--- config.mk ---
export PLATFORM = sky130hd
export DESIGN_NAME = reader_response_frame_deframer_top
export DESIGN_NICKNAME = d
export VERILOG_FILES = /design/src/rtl/core/rrfd_pkg.sv /design/src/rtl/core/rrfd_regs.sv /design/src/rtl/core/rrfd_parser.sv /design/src/rtl/core/rrfd_out_stage.sv /design/src/rtl/core/reader_response_frame_deframer_top.sv
export VERILOG_INCLUDE_DIRS = /design/src /design/src/rtl/core
export SDC_FILE = /design/constraint.sdc
export NUM_CORES = 1
export LEC_CHECK = 0
export BUFFER_PORTS_ARGS = -buffer_cell sky130_fd_sc_hd__clkbuf_2
export CORE_MARGIN = 3
export CORE_UTILIZATION = 57
export CTS_BUF_LIST = sky130_fd_sc_hd__clkbuf_8
export DETAILED_ROUTE_END_ITERATION = 7
export GPL_TIMING_DRIVEN = 0
export PLACE_DENSITY = 0.83
export SYNTH_ARGS = -nofsm -noshare
export SYNTH_HDL_FRONTEND = slang
export SYNTH_SLANG_ARGS = --single-unit
--- constraint.sdc ---
create_clock -name clk -period 5.6 [get_ports clk]
set_input_delay 1.12 -clock clk [delete_from_list [all_inputs] [get_ports clk]]
set_output_delay 1.12 -clock clk [all_outputs]
set_load 0.005 [all_outputs]
--- src/rtl/core/reader_response_frame_deframer_top_macros.svh ---
// Assertion macros shared by the response frame deframer RTL.
// Each macro expands to one labeled concurrent assertion clocked by clk and
// disabled while rst is high; the including module must declare both.
`ifndef READER_RESPONSE_FRAME_DEFRAMER_TOP_MACROS_SVH
`define READER_RESPONSE_FRAME_DEFRAMER_TOP_MACROS_SVH

// Same-cycle implication.
`define RRFD_ASSERT_NOW(lbl, ante, cons, msg) \
  lbl: assert property (@(posedge clk) disable iff (rst) (ante) |-> (cons)) \
    else $error(msg);

// Implication checked in the following cycle.
`define RRFD_ASSERT_NEXT(lbl, ante, cons, msg) \
  lbl: assert property (@(posedge clk) disable iff (rst) (ante) |=> (cons)) \
    else $error(msg);

`endif

--- src/rtl/core/rrfd_pkg.sv ---
// Shared types and constants for the reader response frame deframer.
// No dependencies; imported by every module of the block.
`timescale 1ns / 1ps

package rrfd_pkg;

  // Configuration port geometry.
  localparam int AddrW = 3;
  localparam int DataW = 32;

  // Register word indexes.
  localparam logic RegExpectedCommand = 1'b0;

  // Frame constants.
  localparam logic [7:0] PreambleLo  = 8'h00;
  localparam logic [7:0] PreambleHi  = 8'hFF;
  localparam logic [7:0] DirToHost   = 8'hD5;
  localparam logic [7:0] AckLcs      = 8'hFF;
  localparam logic [7:0] NackLen     = 8'hFF;
  localparam logic [7:0] ZeroByte    = 8'h00;

  // End-of-frame status codes.
  typedef enum logic [3:0] {
    ST_OK        = 4'd0,
    ST_ACK       = 4'd1,
    ST_NACK      = 4'd2,
    ST_PREAMBLE  = 4'd3,
    ST_LEN_CHECK = 4'd4,
    ST_DATA_SUM  = 4'd5,
    ST_POSTAMBLE = 4'd6,
    ST_MISMATCH  = 4'd7,
    ST_TOO_SHORT = 4'd8
  } status_t;

  // Parser phases, one-hot.
  typedef enum logic [10:0] {
    PH_IDLE     = 11'b000_0000_0001,
    PH_PRE      = 11'b000_0000_0010,
    PH_LEN      = 11'b000_0000_0100,
    PH_LCS      = 11'b000_0000_1000,
    PH_ACKPOST  = 11'b000_0001_0000,
    PH_NACKPOST = 11'b000_0010_0000,
    PH_TFI      = 11'b000_0100_0000,
    PH_CMD      = 11'b000_1000_0000,
    PH_DATA     = 11'b001_0000_0000,
    PH_DCS      = 11'b010_0000_0000,
    PH_POST     = 11'b100_0000_0000
  } phase_t;

  // One received byte.
  typedef struct packed {
    logic [7:0] rx_byte;
    logic       frame_start;
  } in_t;

  // One result: payload byte or end-of-frame status.
  typedef struct packed {
    logic       is_status;
    logic [7:0] payload_byte;
    logic       last_payload;
    logic [3:0] frame_status;
  } out_t;

endpackage

--- src/rtl/core/rrfd_regs.sv ---
// APB-style configuration register file of the deframer.
// Depends on rrfd_pkg for the address width and register indexes.
`timescale 1ns / 1ps

module rrfd_regs (
  input  logic                       clk,
  input  logic                       rst,
  input  logic                       psel,
  input  logic                       penable,
  input  logic                       pwrite,
  input  logic [rrfd_pkg::AddrW-1:0] paddr,
  input  logic [rrfd_pkg::DataW-1:0] pwdata,
  output logic [rrfd_pkg::DataW-1:0] prdata,
  output logic                       pready,
  output logic [7:0]                 expected_command
);
  import rrfd_pkg::*;

  logic wr_en;

  assign pready = 1'b1;
  assign wr_en  = psel && penable && pwrite && pready;

  // Command register; the word index is the address above the byte lanes.
  always_ff @(posedge clk) begin
    if (rst) begin
      expected_command <= 8'h00;
    end else if (wr_en && (paddr[AddrW-1] == RegExpectedCommand)) begin
      expected_command <= pwdata[7:0];
    end
  end

  // Read back.
  always_comb begin
    if (paddr[AddrW-1] == RegExpectedCommand) begin
      prdata = {{(DataW-8){1'b0}}, expected_command};
    end else begin
      prdata = '0;
    end
  end

endmodule

--- src/rtl/core/rrfd_parser.sv ---
// Frame parser state machine: one byte per unstalled cycle, at most one result.
// Depends on rrfd_pkg and the assertion macro header.
`timescale 1ns / 1ps

module rrfd_parser (
  input  logic           clk,
  input  logic           rst,
  input  logic [7:0]     expected_command,
  input  logic           in_fire,
  input  rrfd_pkg::in_t  in_item,
  output logic           res_valid,
  output rrfd_pkg::out_t res
);
  import rrfd_pkg::*;
  `include "reader_response_frame_deframer_top_macros.svh"

  phase_t     phase, phase_next, cur_phase;
  logic [8:0] byte_position, byte_position_next, cur_pos;
  logic [7:0] data_sum, data_sum_next, cur_sum, sum_add;
  logic [7:0] length_byte, length_byte_next, cur_len;
  logic       frame_empty, frame_empty_next, cur_empty;
  logic [7:0] b;
  logic [7:0] pre_expect;
  logic       last_data;

  assign b = in_item.rx_byte;

  // A frame start restarts the parser before the byte is interpreted.
  always_comb begin
    if (in_item.frame_start) begin
      cur_phase = PH_PRE;
      cur_pos   = 9'd0;
      cur_sum   = 8'd0;
      cur_len   = 8'd0;
      cur_empty = 1'b0;
    end else begin
      cur_phase = phase;
      cur_pos   = byte_position;
      cur_sum   = data_sum;
      cur_len   = length_byte;
      cur_empty = frame_empty;
    end
  end

  assign pre_expect = (cur_pos[1:0] == 2'd2) ? PreambleHi : PreambleLo;
  assign sum_add    = cur_sum + b;
  assign last_data  = (cur_pos == ({1'b0, cur_len} + 9'd4));

  // Next state and result for the current byte.
  always_comb begin
    phase_next         = cur_phase;
    byte_position_next = cur_pos + 9'd1;
    data_sum_next      = cur_sum;
    length_byte_next   = cur_len;
    frame_empty_next   = cur_empty;
    res_valid          = 1'b0;
    res                = '0;
    case (cur_phase)
      PH_PRE: begin
        if ((cur_pos > 9'd2) || (b != pre_expect)) begin
          res_valid = 1'b1;
        res.is_status = 1'b1;
          res.frame_status = ST_PREAMBLE;
        end else if (cur_pos[1:0] == 2'd2) begin
          phase_next = PH_LEN;
        end
      end
      PH_LEN: begin
        length_byte_next = b;
        phase_next       = PH_LCS;
      end
      PH_LCS: begin
        if ((cur_len == ZeroByte) && (b == AckLcs)) begin
          phase_next = PH_ACKPOST;
        end else if ((cur_len == NackLen) && (b == ZeroByte)) begin
          phase_next = PH_NACKPOST;
        end else if ((cur_len + b) != 8'd0) begin
          res_valid        = 1'b1;
          res.is_status    = 1'b1;
          res.frame_status = ST_LEN_CHECK;
        end else if (cur_len < 8'd2) begin
          res_valid        = 1'b1;
          res.is_status    = 1'b1;
          res.frame_status = ST_TOO_SHORT;
        end else begin
          frame_empty_next = (cur_len == 8'd2);
          phase_next       = PH_TFI;
        end
      end
      PH_ACKPOST: begin
        res_valid        = 1'b1;
        res.is_status    = 1'b1;
        res.frame_status = (b == ZeroByte) ? ST_ACK : ST_POSTAMBLE;
      end
      PH_NACKPOST: begin
        res_valid        = 1'b1;
        res.is_status    = 1'b1;
        res.frame_status = (b == ZeroByte) ? ST_NACK : ST_POSTAMBLE;
      end
      PH_TFI: begin
        if (b != DirToHost) begin
          res_valid        = 1'b1;
          res.is_status    = 1'b1;
          res.frame_status = ST_MISMATCH;
        end else begin
          data_sum_next = b;
          phase_next    = PH_CMD;
        end
      end
      PH_CMD: begin
        if (b != (expected_command + 8'd1)) begin
          res_valid        = 1'b1;
          res.is_status    = 1'b1;
          res.frame_status = ST_MISMATCH;
        end else begin
          data_sum_next = sum_add;
          phase_next    = cur_empty ? PH_DCS : PH_DATA;
        end
      end
      PH_DATA: begin
        data_sum_next    = sum_add;
        res_valid        = 1'b1;
        res.payload_byte = b;
        res.last_payload = last_data;
        if (last_data) begin
          phase_next = PH_DCS;
        end
      end
      PH_DCS: begin
        data_sum_next = sum_add;
        if (sum_add != 8'd0) begin
          res_valid        = 1'b1;
          res.is_status    = 1'b1;
          res.frame_status = ST_DATA_SUM;
        end else begin
          phase_next = PH_POST;
        end
      end
      PH_POST: begin
        res_valid        = 1'b1;
        res.is_status    = 1'b1;
        res.frame_status = (b == ZeroByte) ? ST_OK : ST_POSTAMBLE;
      end
      default: begin
        // Idle without a start: the byte is dropped and nothing moves.
        phase_next         = PH_IDLE;
        byte_position_next = cur_pos;
      end
    endcase
    // Every status result closes the frame.
    if (res.is_status) begin
      phase_next         = PH_IDLE;
      byte_position_next = cur_pos;
    end
  end

  // Parser state registers, updated on each accepted byte.
  always_ff @(posedge clk) begin
    if (rst) begin
      phase         <= PH_IDLE;
      byte_position <= 9'd0;
      data_sum      <= 8'd0;
      length_byte   <= 8'd0;
      frame_empty   <= 1'b0;
    end else if (in_fire) begin
      phase         <= phase_next;
      byte_position <= byte_position_next;
      data_sum      <= data_sum_next;
      length_byte   <= length_byte_next;
      frame_empty   <= frame_empty_next;
    end
  end

  // A status result leaves the parser idle.
  `RRFD_ASSERT_NEXT(a_status_idles, in_fire && res_valid && res.is_status, phase == PH_IDLE, "status result did not return the parser to idle")
  // Payload bytes come only from the data phase of a running frame.
  `RRFD_ASSERT_NOW(a_payload_phase, res_valid && !res.is_status, (phase == PH_DATA) && !in_item.frame_start, "payload result outside the data phase")
  // The last payload byte is the one the length field points at.
  `RRFD_ASSERT_NEXT(a_last_closes, in_fire && res_valid && res.last_payload, phase == PH_DCS, "last payload byte did not move the parser to the checksum byte")

endmodule

--- src/rtl/core/rrfd_out_stage.sv ---
// Result register between the parser and the output channel.
// Depends on rrfd_pkg for the result type.
`timescale 1ns / 1ps

module rrfd_out_stage (
  input  logic           clk,
  input  logic           rst,
  input  logic           res_load,
  input  rrfd_pkg::out_t res,
  output logic           busy,
  output logic           out_valid,
  input  logic           out_stall,
  output rrfd_pkg::out_t out_item
);
  import rrfd_pkg::*;

  // The slot is blocked only while a held result is stalled.
  assign busy = out_valid && out_stall;

  // Result register: refilled whenever it is empty or being taken.
  always_ff @(posedge clk) begin
    if (rst) begin
      out_valid <= 1'b0;
    end else if (!busy) begin
      out_valid <= res_load;
    end
  end

  always_ff @(posedge clk) begin
    if (!busy && res_load) begin
      out_item <= res;
    end
  end

endmodule

--- src/rtl/core/reader_response_frame_deframer_top.sv ---
// Reader response frame deframer: byte-wise parser of reader response frames.
// Uses a stalled-valid input and output channel and an APB-style
// configuration port holding the expected command code at address 0.
// One received byte is a request on the input channel (rx_byte, frame_start).
// frame_start restarts the parser on the first preamble byte of a frame.
// Each request yields zero or one result: a payload byte (is_status low,
// last_payload marking the final one) or the single end-of-frame status.
// Each result is registered onto out_valid in the cycle after its request.
// Throughput is one request per cycle; the per-byte compare and add sit
// between the parser state registers and a single result register.
// When the receiver stalls a held result, in_stall rises and the input
// waits until that result is taken; an unstalled output never blocks.
// Reset (rst, synchronous) clears the command register to zero, returns the
// parser to idle and empties the result register. Bytes received while idle
// without frame_start are dropped, and bytes after a status are ignored.
// Write the command register only while no frame is in flight.
`timescale 1ns / 1ps

module reader_response_frame_deframer_top (
  input  logic                       clk,
  input  logic                       rst,
  input  logic                       in_valid,
  output logic                       in_stall,
  input  rrfd_pkg::in_t              in_item,
  output logic                       out_valid,
  input  logic                       out_stall,
  output rrfd_pkg::out_t             out_item,
  input  logic                       psel,
  input  logic                       penable,
  input  logic                       pwrite,
  input  logic [rrfd_pkg::AddrW-1:0] paddr,
  input  logic [rrfd_pkg::DataW-1:0] pwdata,
  output logic [rrfd_pkg::DataW-1:0] prdata,
  output logic                       pready
);
  import rrfd_pkg::*;

  logic       in_fire;
  logic       res_valid;
  out_t       res;
  logic       busy;
  logic [7:0] expected_command;

  assign in_stall = busy;
  assign in_fire  = in_valid && !busy;

  // Configuration registers.
  rrfd_regs u_regs (
    .clk              (clk),
    .rst              (rst),
    .psel             (psel),
    .penable          (penable),
    .pwrite           (pwrite),
    .paddr            (paddr),
    .pwdata           (pwdata),
    .prdata           (prdata),
    .pready           (pready),
    .expected_command (expected_command)
  );

  // Byte parser.
  rrfd_parser u_parser (
    .clk              (clk),
    .rst              (rst),
    .expected_command (expected_command),
    .in_fire          (in_fire),
    .in_item          (in_item),
    .res_valid        (res_valid),
    .res              (res)
  );

  // Result register.
  rrfd_out_stage u_out (
    .clk       (clk),
    .rst       (rst),
    .res_load  (in_fire && res_valid),
    .res       (res),
    .busy      (busy),
    .out_valid (out_valid),
    .out_stall (out_stall),
    .out_item  (out_item)
  );

endmodule
# Word level (Yosys, flattened, before mapping)

Cells that the tools add are included.

Add/subtract/negate cells: 5
Magnitude comparators: 2
Equal/unequal tests: 18
Mux-type cells: 53
Bitwise gates (word level): 1
Reductions and logical operators: 19

Operators with widths:

| cell                                                              | number |
|---|---|
| 11-bit 2-to-1 mux                                                 | 12 |
| 11-bit case mux with 8 select lines                               | 1 |
| 8-bit 2-to-1 mux                                                  | 7 |
| 4-bit case mux with 8 select lines                                | 1 |
| 9-bit 2-to-1 mux                                                  | 3 |
| 8-bit case mux with 3 select lines                                | 1 |
| 3-bit 2-to-1 mux                                                  | 6 |
| 8-bit adder                                                       | 2 |
| 8-bit == test, second input constant                              | 2 |
| 8-bit logical NOT                                                 | 2 |
| 4-bit 2-to-1 mux                                                  | 4 |
| 8-bit inequality test                                             | 2 |
| 8-bit nonzero test                                                | 2 |
| 1-bit 2-to-1 mux                                                  | 14 |
| 1-bit case mux with 6 select lines                                | 2 |
| 11-bit by 10-bit == test with 1-bit output, second input constant | 1 |
| 11-bit == test, second input constant                             | 1 |
| 11-bit by 2-bit == test with 1-bit output, second input constant  | 1 |
| 11-bit by 3-bit == test with 1-bit output, second input constant  | 1 |
| 11-bit by 4-bit == test with 1-bit output, second input constant  | 1 |
| 11-bit by 5-bit == test with 1-bit output, second input constant  | 1 |
| 11-bit by 6-bit == test with 1-bit output, second input constant  | 1 |
| 11-bit by 7-bit == test with 1-bit output, second input constant  | 1 |
| 11-bit by 8-bit == test with 1-bit output, second input constant  | 1 |
| 20 further kinds                                                  | 28 |

Bits in registers: 60
Input bits: 51

# Longest topological paths before layout

Gate-level depths: netlist (run 1).

Depth after elaboration: 9
Mapped depth: 16
Gate-level depth less buffers: 11

# Cells and area by module

Synthesis (run 1) repeated with hierarchy kept, for this count alone.

Cells, all modules: 578
Area, all modules: 4,889.7 µm²

Modules (own cells, without submodules):

| module                             | instances | cells an instance | area an instance (µm²) | seq. area each (µm²) |
|---|---|---|---|---|
| rrfd_parser                        | 1         | 487               | 3,777.4                | 740.7 |
| rrfd_regs                          | 1         | 70                | 630.6                  | 160.2 |
| rrfd_out_stage                     | 1         | 19                | 466.7                  | 440.4 |
| reader_response_frame_deframer_top | 1         | 2                 | 15.0                   | 0.0 |

# Least setup slack after synthesis (run 1)

Ideal clock, no wire load.

Path type: input to register
Start: input port in_item[0] (netlist name)
End: register, netlist name u_out.out_item[0]
Setup time: 0.439 ns
Arrival time: 4.657 ns
Data required time: 5.161 ns
Path slack: 0.505 ns
Stages: 15
Buffers on the path: 4
Cell sequence: buf_2 -> buf_2 -> clkbuf_1 -> clkbuf_1 -> nor2b_1 -> ha_1 -> fa_1 -> a21o_1 -> a21oi_1 -> xnor2_1 -> a2111o_1 -> o31ai_4 -> o21ai_0 -> nor2_1 -> a41oi_1

Word-level cells in the longest chain between the ends: 9
Elaborated cells between the ends (all ways): 37
Those cells by class: add/sub: 2; order compare: 2; eq/ne: 12; mux: 12; reduce/logical: 9

Ends and longest elaborated chain:

| element                                                          | line                                     | RTL |
|---|---|---|
| start: declaration                                               | reader_response_frame_deframer_top.sv:24 | `input rrfd_pkg::in_t in_item,` |
| 8-bit 2-to-1 mux / 9-bit 2-to-1 mux (equally long branches)      | rrfd_parser.sv:30                        | `if (in_item.frame_start) begin` |
| 8-bit adder (tied with other cells)                              | rrfd_parser.sv:77                        | `end else if ((cur_len + b) != 8'd0) begin` |
| 8-bit nonzero test (tied with other cells)                       | rrfd_parser.sv:77                        |  |
| 1-bit 2-to-1 mux / 8-bit inequality test (equally long branches) | rrfd_parser.sv:77, rrfd_parser.sv:60     |  |
| 1-bit 2-to-1 mux / 1-bit logical OR (equally long branches)      | rrfd_parser.sv:75, rrfd_parser.sv:60     |  |
| 1-bit 2-to-1 mux (on tied branches)                              | rrfd_parser.sv:73, rrfd_parser.sv:60     |  |
| 1-bit case mux with 6 select lines (*)                           | rrfd_parser.sv:58                        | `case (cur_phase)` |
| 1-bit logical AND (*)                                            | reader_response_frame_deframer_top.sv:76 | `.res_load (in_fire && res_valid),` |
| 1-bit logical AND (*)                                            | rrfd_out_stage.sv:30                     | `if (!busy && res_load) begin` |

Every way passes the cells marked *; elsewhere a longest branch is shown, timed or not.
A chain may end at the register's enable or synchronous reset.

# Worst setup path after layout (run 1)

Start: input port in_item[0] (netlist name)
End: register u_parser.length_byte[7]

Word-level cells in the longest chain between the ends: 3
Elaborated cells between the ends (all ways): 4
Those cells by class: eq/ne: 1; mux: 3

Ends and longest elaborated chain:

| element                                   | line               | RTL |
|---|---|---|
| 11-bit 2-to-1 mux                         | rrfd_parser.sv:30  |  |
| 11-bit by 3-bit == test with 1-bit output | rrfd_parser.sv:58  |  |
| 8-bit 2-to-1 mux (*)                      | rrfd_parser.sv:58  |  |
| end signal: assignment                    | rrfd_parser.sv:169 | `length_byte <= length_byte_next;` |
| end: declaration                          | rrfd_parser.sv:20  | `logic [7:0] length_byte, length_byte_next, cur_len;` |

Marks and branches as above.

==> results of run 1 <==
==> Yosys cell counts, drive strengths merged (3+ instances only) <==
cell and n:
a41o 3, a21o 5, a22o 3, or4 6
nor2b 33, and2 11, and4b 4, dfxtp 46
nor2 31, o31ai 6, nand3b 4, o21ai 16
nand2 58, xor2 11, nand4 10, ha 14
inv 10, or3 4, o21a 3, nor3b 3
buf 44, nand3 20, nand4b 3, clkbuf 15
edfxtp 14, mux2 7, a41oi 3, a32o 10
a2bb2oi 4, and4 5, a21oi 36, nand2b 11
xnor2 23, nor3 20, o211ai 4, nor4 8
a31oi 8
==> layout make-up <==
class | count | area (µm²) | share of cell area
plain buffers | 58 | 342.8 | 0.06515
clock buffers | 9 | 123.9 | 0.02354
clock inverters | 7 | 67.56 | 0.01284
inverters | 10 | 37.54 | 0.007133
multi-input cells | 454 | 2992 | 0.5685
flip-flops and latches | 60 | 1341 | 0.2549
well taps | 102 | 127.6 | 0.02425
repair buffers | 46 | 230.2 | 0.04375
==> timing repair <==
item	4_1_cts	5_1_grt
setup buffers	0	0
resized for setup	2	1
endpoints found under the setup margin	32	39
==> metrics by stage <==
step	setup TNS (ns)	utilization	area [µm²]	setup WS (ns)
global placement	-19.52	0.6505	5052	-0.8507
finish	0	0.6775	5263	0.3626
global route	0	0.6775	5263	0.06020
floorplan	0	-	4695	0.5048
CTS	0	0.6777	5264	0.01969
detailed placement	-19.52	0.6514	5060	-0.6925
==> cell families (layout without fill, tap and decap cells) <==
family          Yosys count  after routing  synth area share
simple gates            240            240            0.2856
compound gates          131            131            0.2069
buf+inv                  69            130           0.08254
flops                    60             60            0.2911
xor+xnor                 34             34           0.06625
fa+ha+maj                17             17           0.04887
mux                       7              7           0.01710
other cells               2             25          0.001630
==> path summary, 6_finish.rpt <==
path | start | endpoint | slack, ns | cells past startpoint
worst max-delay path | in_item[0] | u_parser.length_byte[7]$_SDFFE_PP0P_ | 0.36 | 16
worst min-delay path | u_parser.data_sum[2]$_SDFFE_PP0P_ | u_parser.data_sum[2]$_SDFFE_PP0P_ | 0.46 | 2
worst max register to register | u_parser.length_byte[0]$_SDFFE_PP0P_ | u_parser.byte_position[1]$_SDFFE_PP0P_ | 1.70 | 11
worst min register to register | u_parser.data_sum[2]$_SDFFE_PP0P_ | u_parser.data_sum[2]$_SDFFE_PP0P_ | 0.46 | 2
==> worst min-delay path: cells and delay by family, from the launching register on <==
family / cells / cell delay, ns
flops: 1 / 0.31
simple gates: 1 / 0.05
compound gates: 1 / 0.05
==> registers in the layout, indices dropped and copies added (netlist names) <==
register	cells
u_out.out_item	14
u_parser.phase	11
u_parser.byte_position	9
u_parser.data_sum	8
u_parser.length_byte	8
u_regs.expected_command	8
u_out.out_valid	1
u_parser.frame_empty	1
==> per-layer routing <==
layer / wire length, µm / global-route usage
met5: 0 / 0
met4: 248 / 0.09953
met3: 963 / 0.05160
met2: 6152 / 0.4708
met1: 5472 / 0.3704
==> cell usage in the layout (no fill, tap or decap), drive strengths merged, types with 4 or more instances in the layout <==
master	instances
xnor2	23
nor4	8
clkinv	4
and4b	4
nand2b	11
a31oi	8
inv	10
clkbuf	70
nor2	31
nand3b	4
and4	5
conb	25
xor2	11
a21oi	36
dfxtp	46
buf	43
o31ai	6
nor2b	33
edfxtp	14
a21o	5
or4	6
a2bb2oi	4
and2	11
nand4	10
mux2	7
or3	4
nor3	20
o211ai	4
o21ai	16
nand2	58
a32o	10
ha	14
nand3	20
==> where the power goes <==
group          internal (W)  leakage, nW  switching [W]
clock network      0.000203       0.0926       0.000189
registers          0.000450        0.498     0.00000408
logic             0.0000520         1.51      0.0000808
==> flow_metrics.env, run 1 <==
export IMPL_ir_drop_mv=0.1309
export IMPL_holdWs_ns=0.4603
export IMPL_fin_crit_sh=0.9353
export IMPL_die_w_um=95.92
export IMPL_ys_seq_area_frac=0.2911
export IMPL_first_pass_iters=7
export IMPL_drtIter0Drc=445
export IMPL_crit_arrival_ns=5.52
export IMPL_dp_hpwl_um=9817
export IMPL_end_kind="register"
export IMPL_relSlewSlack=0.4282
export IMPL_cts_made_buffers=9
export IMPL_drive_above_1_share=0.1817
export IMPL_cp_cell_sequence="clkbuf_2 -> buf_2 -> clkbuf_4 -> clkbuf_2 -> nor2b_1 -> ha_1 -> fa_1 -> a21o_1 -> a21oi_1 -> xnor2_1 -> a2111o_1 -> o31ai_4 -> nand3_2 -> nor4_2 -> buf_2 -> a32o_1"
export IMPL_ys_types=79
export IMPL_fillCellCount=631
export IMPL_drtAntennaViolNets=0
export IMPL_synth_edff_count=14
export IMPL_io_buffers=46
export IMPL_synth_area_um2=4608
export IMPL_grt_pass1_wl_um=20230
export IMPL_start_util=0.5933
export IMPL_cpPeakStageDelay_ns=0.46
export IMPL_root_buffer="clkbuf_8"
export IMPL_cellPowerDensity_nw_per_um2=185.9
export IMPL_wl_per_cell_um=17.21
export IMPL_grt_max_degree=15
export IMPL_rows=32
export IMPL_synth_largest_area_cell="dfxtp_1"
export IMPL_die_h_um=95.92
export IMPL_wirelength_um=12840
export IMPL_cts_sinks=60
export IMPL_min_period_ns=5.237
export IMPL_status="completed"
export IMPL_die_area_um2=9200
export IMPL_nets=706
export IMPL_synth_seq_cells=60
export IMPL_grt_usage=0.2841
export IMPL_setup_viol=0
export IMPL_start_kind="primary input"
export IMPL_synth_warnings=0
export IMPL_critPathKind="primary input to register"
export IMPL_core_area_um2=7767
export IMPL_ioPinCount=100
export IMPL_vias=4537
export IMPL_hold_path_class="register to register"
export IMPL_htreeDepth=3
export IMPL_yosysTopAreaCellShare=0.1998
export IMPL_skew_ns=0.006916
export IMPL_netlist_instances=560
export IMPL_async_flop_share=0
export IMPL_hold_violations=0
export IMPL_fin_cells=746
export IMPL_cp_top_family="compound AO/OA/AOI/OAI gates"
export IMPL_areaGrowthSynthToFinish_pct=14.20
export IMPL_synthTopCellsByArea="dfxtp_1 20%, edfxtp_1 9.1%, nand2_1 4.7%"
export IMPL_required_ns=5.88
export IMPL_cp_slowest_cell="a2111o_1"
export IMPL_vias_per_cell=6.082
export IMPL_drc=0
export IMPL_tightest_slew_ns=0.8526
export IMPL_cts_max_path_buffers=2
export IMPL_slew_viol_final=0
export IMPL_rsz0062_at_grt="no"
export IMPL_crit_buf_inv=5
export IMPL_antenna_found_initial=0
export IMPL_grt_pass1_vias=4129
export IMPL_avgSynthCellArea_um2=8.229
export IMPL_diodes=0
export IMPL_leakagePower_nw=2.101
export IMPL_crit_fanout=19
export IMPL_p_total_w=0.0009784
export IMPL_cts_tree="yes"
export IMPL_overflow=0
export IMPL_max_freq_ghz=0.1909
export IMPL_insertion_delay_ns=0.35
export IMPL_drv_cap=0
export IMPL_synthFlopType="dfxtp_1"
export IMPL_placedCellCount=731
export IMPL_gp_congestion=0.9299
export IMPL_ctsHoldBuffers=0
export IMPL_path_clk_slew_ns=0.07
Power figures use the tool's default switching activity.
==> run 2, diff against run 1 <==
GPL_TIMING_DRIVEN = default   (was 0)
==> flow_metrics.env, run 2 (same netlist as run 1, synthesis figures left out) <==
export IMPL_antenna_found_initial=0
export IMPL_fin_crit_sh=0.7913
export IMPL_top_register="u_out.out_item"
export IMPL_hold_path_class="register to register"
export IMPL_nets=656
export IMPL_hold_violations=0
export IMPL_diodes=0
export IMPL_rsz0062_at_grt="no"
export IMPL_ctsHoldBuffers=0
export IMPL_relSlewSlack=0.3838
export IMPL_start_kind="primary input"
export IMPL_tightest_slew_ns=0.9243
export IMPL_gp_congestion=0.9245
export IMPL_crit_fanout=14
export IMPL_drv_cap=0
export IMPL_place_ws_ns=0.8514
export IMPL_crit_end="u_parser.byte_position[6]$_SDFFE_PP0P_"
export IMPL_end_kind="register"
export IMPL_largest_reg_flops=14
export IMPL_ff_latch_area_um2=1341
export IMPL_cpPeakStageDelay_ns=0.57
export IMPL_core_area_um2=7767
export IMPL_cts_max_path_buffers=2
export IMPL_vias=4423
export IMPL_grt_usage=0.2679
export IMPL_drc=0
export IMPL_insertion_delay_ns=0.35
export IMPL_start_util=0.5933
export IMPL_drive_above_1_share=0.1330
export IMPL_critPathKind="primary input to register"
export IMPL_cp_cell_sequence="clkbuf_2 -> nor2b_1 -> ha_1 -> fa_1 -> a21o_1 -> a21oi_1 -> xnor2_1 -> a2111o_1 -> o31ai_4 -> nand3_2 -> or4_1 -> mux2_1"
export IMPL_rr_worst_depth=11
export IMPL_first_pass_iters=8
export IMPL_drtIter0Drc=370
export IMPL_fillCellCount=672
export IMPL_rows=32
export IMPL_tns_ns=0
export IMPL_skew_ns=0.007941
export IMPL_root_buffer="clkbuf_8"
export IMPL_final_common_cell="nand2_1"
export IMPL_dp_hpwl_um=8545
export IMPL_holdWs_ns=0.4480
export IMPL_crit_arrival_ns=4.68
export IMPL_grt_pass1_wl_um=19420
export IMPL_cp_slowest_cell="or4_1"
export IMPL_io_buffers=48
export IMPL_reg2reg_from="u_parser.data_sum[0]$_SDFFE_PP0P_"
export IMPL_areaGrowthSynthToFinish_pct=8.390
export IMPL_cts_made_buffers=9
export IMPL_cellPowerDensity_nw_per_um2=207.7
export IMPL_ir_drop_mv=0.1124
export IMPL_setup_viol=0
export IMPL_wirelength_um=11960
export IMPL_setup_ws_ns=1.169
export IMPL_cts_tree="yes"
export IMPL_max_freq_ghz=0.2257
export IMPL_cts_setup_buffers=0
export IMPL_path_clk_slew_ns=0.07
export IMPL_min_period_ns=4.431
export IMPL_wl_per_cell_um=17.19
export IMPL_regToRegSetupSlack_ns=1.90
export IMPL_reg_largest_list="u_out.out_item (14), u_parser.phase (11), u_parser.byte_position (9)"
export IMPL_status="completed"
export IMPL_cts_sinks=60
export IMPL_required_ns=5.85
export IMPL_setup_worst_path_start="in_item[0]"
export IMPL_vias_per_cell=6.355
export IMPL_die_h_um=95.92
export IMPL_r2r_end="u_parser.byte_position[6]$_SDFFE_PP0P_"
export IMPL_drtAntennaViolNets=0
export IMPL_grt_pass1_vias=4130
export IMPL_slew_viol_final=0
export IMPL_grt_max_degree=44
export IMPL_multi_input_area_um2=2973
export IMPL_die_w_um=95.92
export IMPL_leakagePower_nw=1.927
export IMPL_htreeDepth=3
export IMPL_die_area_um2=9200
export IMPL_final_cell_mix="58 x nand2_1, 48 x clkbuf_2, 46 x dfxtp_1, 35 x a21oi_1, 33 x nor2b_1"
export IMPL_ioPinCount=100
export IMPL_overflow=0
export IMPL_cts_resized=0
[run 2: changes by cell type in the layout (fill, tap and decap cells not counted), moves of 2 or more]
cell,delta
buf_1,-2
buf_2,-15
buf_4,-19
bufinv_16,+2
clkbuf_1,-13
clkinvlp_4,-2
[run 2: area by class of cell]
type | instances | area share
Tap cell | 102 | 0.02555
Clock buffer | 9 | 0.02480
Inverter | 10 | 0.007515
Sequential cell | 60 | 0.2685
Multi-Input combinational cell | 454 | 0.5952
Clock inverter | 7 | 0.02129
Timing Repair Buffer | 54 | 0.05711
[run 2: how the worst min path moves through the flow]
stage                                         to  slack [ns]                         startpoint  cells past startpoint
2_1_floorplan  u_parser.data_sum[2]$_SDFFE_PP0P_        0.43  u_parser.data_sum[2]$_SDFFE_PP0P_                      2
3_3_place_gp   u_parser.data_sum[2]$_SDFFE_PP0P_        0.44  u_parser.data_sum[2]$_SDFFE_PP0P_                      2
3_5_place_dp   u_parser.data_sum[2]$_SDFFE_PP0P_        0.44  u_parser.data_sum[2]$_SDFFE_PP0P_                      2
4_1_cts        u_parser.data_sum[2]$_SDFFE_PP0P_        0.45  u_parser.data_sum[2]$_SDFFE_PP0P_                      2
5_1_grt        u_parser.data_sum[2]$_SDFFE_PP0P_        0.48  u_parser.data_sum[2]$_SDFFE_PP0P_                      2
6_report       u_parser.data_sum[2]$_SDFFE_PP0P_        0.45  u_parser.data_sum[2]$_SDFFE_PP0P_                      2
[run 2: worst max-delay path: cells and delay by family]
kind	cells	cell delay, ns
fa+ha+maj	2	0.63
buf+inv	1	0.29
simple gates	3	0.91
xor+xnor	1	0.14
compound gates	4	1.26
mux	1	0.32
[run 2: layer usage]
| metal | up-vias | GRT usage | routed length [µm] |
|---|---|---|---|
| li1 | 2064 | - | - |
| met1 | 2094 | 0.3333 | 4880 |
| met2 | 234 | 0.4493 | 5876 |
| met3 | 31 | 0.04222 | 937 |
| met4 | 0 | 0.1315 | 267 |
| met5 | - | 0 | 0 |
[run 2: metrics by stage]
| stage | utilization | area [µm²] | power (W) | cells |
|---|---|---|---|---|
| floorplan | - | 4695 | 0.0005503 | 583 |
| global placement | 0.6134 | 4765 | 0.0005688 | 680 |
| detailed placement | 0.6134 | 4765 | 0.0005728 | 680 |
| CTS | 0.6430 | 4995 | 0.001036 | 696 |
| global route | 0.6430 | 4995 | 0.001065 | 696 |
| finish | 0.6430 | 4995 | 0.001038 | 696 |
[run 2: power breakdown]
part	switching (W)	internal [W]	total, W
Combinational	0.0000743	0.0000370	0.000111
Sequential	0.00000464	0.000450	0.000454
Clock	0.000182	0.000290	0.000472
Total	0.000261	0.000777	0.00104
==> run 3, diff against run 2 <==
CORE_UTILIZATION = 52   (was 57)
PLACE_DENSITY = 0.8   (was 0.83)
clock period = 3.55 ns   (was 5.6 ns; I/O delays follow)
==> flow_metrics.env, run 3 (same netlist as run 1, synthesis figures left out) <==
export IMPL_largest_reg_flops=14
export IMPL_end_kind="register"
export IMPL_whs_endpoint="u_parser.data_sum[5]$_SDFFE_PP0P_"
export IMPL_start_util=0.5471
export IMPL_r2r_end="u_parser.byte_position[6]$_SDFFE_PP0P_"
export IMPL_wirelength_um=12800
export IMPL_grt_usage=0.2548
export IMPL_setup_viol=0
export IMPL_slew_viol_final=0
export IMPL_start_kind="primary input"
export IMPL_cts_max_path_buffers=2
export IMPL_max_freq_ghz=0.2864
export IMPL_whs_path_depth=2
export IMPL_min_period_ns=3.492
export IMPL_required_ns=3.79
export IMPL_top_register="u_out.out_item"
export IMPL_status="completed"
export IMPL_drive_above_1_share=0.2401
export IMPL_cp_slowest_cell="or4_4"
export IMPL_rows=33
export IMPL_drtIter0Drc=333
export IMPL_gp_congestion=0.9375
export IMPL_fin_crit_sh=0.9836
export IMPL_fin_cells=759
export IMPL_reg_largest_list="u_out.out_item (14), u_parser.phase (11), u_parser.byte_position (9)"
export IMPL_vias_per_cell=6.049
export IMPL_overflow=0
export IMPL_rr_worst_depth=11
export IMPL_die_h_um=100.1
export IMPL_ioPinCount=100
export IMPL_regToRegSetupSlack_ns=0.17
export IMPL_core_area_um2=8423
export IMPL_cpPeakStageDelay_ns=0.55
export IMPL_htreeDepth=3
export IMPL_drc=0
export IMPL_hold_path_startpoint="u_parser.data_sum[5]$_SDFFE_PP0P_"
export IMPL_grt_pass1_wl_um=20640
export IMPL_antenna_found_initial=0
export IMPL_tns_ns=0
export IMPL_cts_made_buffers=9
export IMPL_skew_ns=0.007898
export IMPL_drtAntennaViolNets=0
export IMPL_crit_buf_inv=2
export IMPL_root_buffer="clkbuf_8"
export IMPL_cp_cell_sequence="buf_8 -> buf_4 -> nor2b_1 -> ha_1 -> a21o_1 -> or3_1 -> a2111o_1 -> o31ai_4 -> nand3_2 -> or4_4 -> mux2_4"
export IMPL_wl_per_cell_um=16.87
export IMPL_die_w_um=100.1
export IMPL_reg2reg_from="u_parser.data_sum[0]$_SDFFE_PP0P_"
export IMPL_grt_pass1_vias=4422
export IMPL_nets=716
export IMPL_path_clk_slew_ns=0.07
export IMPL_ctsHoldBuffers=0
export IMPL_hold_violations=0
export IMPL_crit_arrival_ns=3.73
export IMPL_final_cell_mix="64 x buf_4, 58 x nand2_1, 46 x clkbuf_2, 46 x dfxtp_1, 33 x a21oi_1"
export IMPL_final_common_cell="buf_4"
export IMPL_cts_sinks=60
export IMPL_first_pass_iters=5
export IMPL_p_total_w=0.001454
export IMPL_insertion_delay_ns=0.35
export IMPL_relSlewSlack=0.3504
export IMPL_critPathKind="primary input to register"
export IMPL_fillCellCount=703
export IMPL_vias=4591
export IMPL_ir_drop_mv=0.1974
export IMPL_placedCellCount=739
export IMPL_tightest_slew_ns=0.9744
export IMPL_cp_top_family="simple AND/OR/NAND/NOR gates"
export IMPL_drv_cap=0
export IMPL_diodes=0
export IMPL_crit_fanout=8
export IMPL_die_area_um2=10030
export IMPL_dp_hpwl_um=9311
export IMPL_io_buffers=48
export IMPL_cts_tree="yes"
export IMPL_areaGrowthSynthToFinish_pct=19.96
export IMPL_leakagePower_nw=2.226
export IMPL_grt_max_degree=44
export IMPL_hold_path_class="register to register"
export IMPL_cellPowerDensity_nw_per_um2=263.0
-- run 3: layout make-up --
class / instances / area (µm²) / share of cell area
clock buffers: 9 / 123.9 / 0.02241
clock inverters: 7 / 28.78 / 0.005206
inverters: 10 / 37.54 / 0.006790
multi-input cells: 454 / 3103 / 0.5613
flip-flops and latches: 60 / 1341 / 0.2426
well taps: 105 / 131.4 / 0.02377
repair buffers: 114 / 762.0 / 0.1378
-- run 3: where the power goes --
part           internal [W]  leakage, nW  switching, W
Clock              0.000238       0.0954      0.000281
Sequential         0.000709        0.498    0.00000746
Combinational     0.0000883         1.63      0.000130
Total               0.00104         2.23      0.000418
-- run 3: per-stage QoR --
step | area, µm² | worst slack (ns) | hold slack (ns) | util
after floorplan | 4790 | -0.3856 | 0.4274 | -
after global placement | 5256 | -0.3408 | 0.4344 | 0.6240
after detailed placement | 5256 | -0.4184 | 0.4472 | 0.6240
after CTS | 5445 | 0.02848 | 0.4577 | 0.6465
after global routing | 5528 | -0.007204 | 0.4724 | 0.6563
final | 5528 | 0.05835 | 0.4599 | 0.6563
-- run 3: layer usage --
layer,global-route usage,wire [µm]
met1,0.3163,5250
met2,0.4332,6295
met3,0.03614,938
met4,0.1223,319
met5,0,0
-- run 3: what timing repair did --
action                                  CTS  global route
endpoints found under the hold margin     0             0
gates resized for setup                   7            15
endpoints found under the setup margin    3            36
pin swaps                                 4             5
cloned                                    0             1
setup buffers                             1             2
-- run 3: worst max-delay path by stage --
stage	start	to	slack (ns)	depth (start not counted)
CTS	in_item[0]	u_parser.byte_position[6]$_SDFFE_PP0P_	0.03	13
global route	in_item[0]	u_parser.byte_position[6]$_SDFFE_PP0P_	-0.007	12
detailed placement	in_item[0]	u_parser.byte_position[7]$_SDFFE_PP0P_	-0.42	12
floorplan	in_item[0]	u_parser.byte_position[6]$_SDFFE_PP0P_	-0.39	14
global placement	in_item[0]	u_parser.byte_position[6]$_SDFFE_PP0P_	-0.34	11
finish	in_item[0]	u_parser.byte_position[6]$_SDFFE_PP0P_	0.06	11
-- run 3: worst min-delay path, delay by kind of cell, from the launching register on --
family / cells / cell delay [ns]
AO/OA/AOI/OAI: 1 / 0.05
flip-flops: 1 / 0.31
AND/OR/NAND/NOR: 1 / 0.05
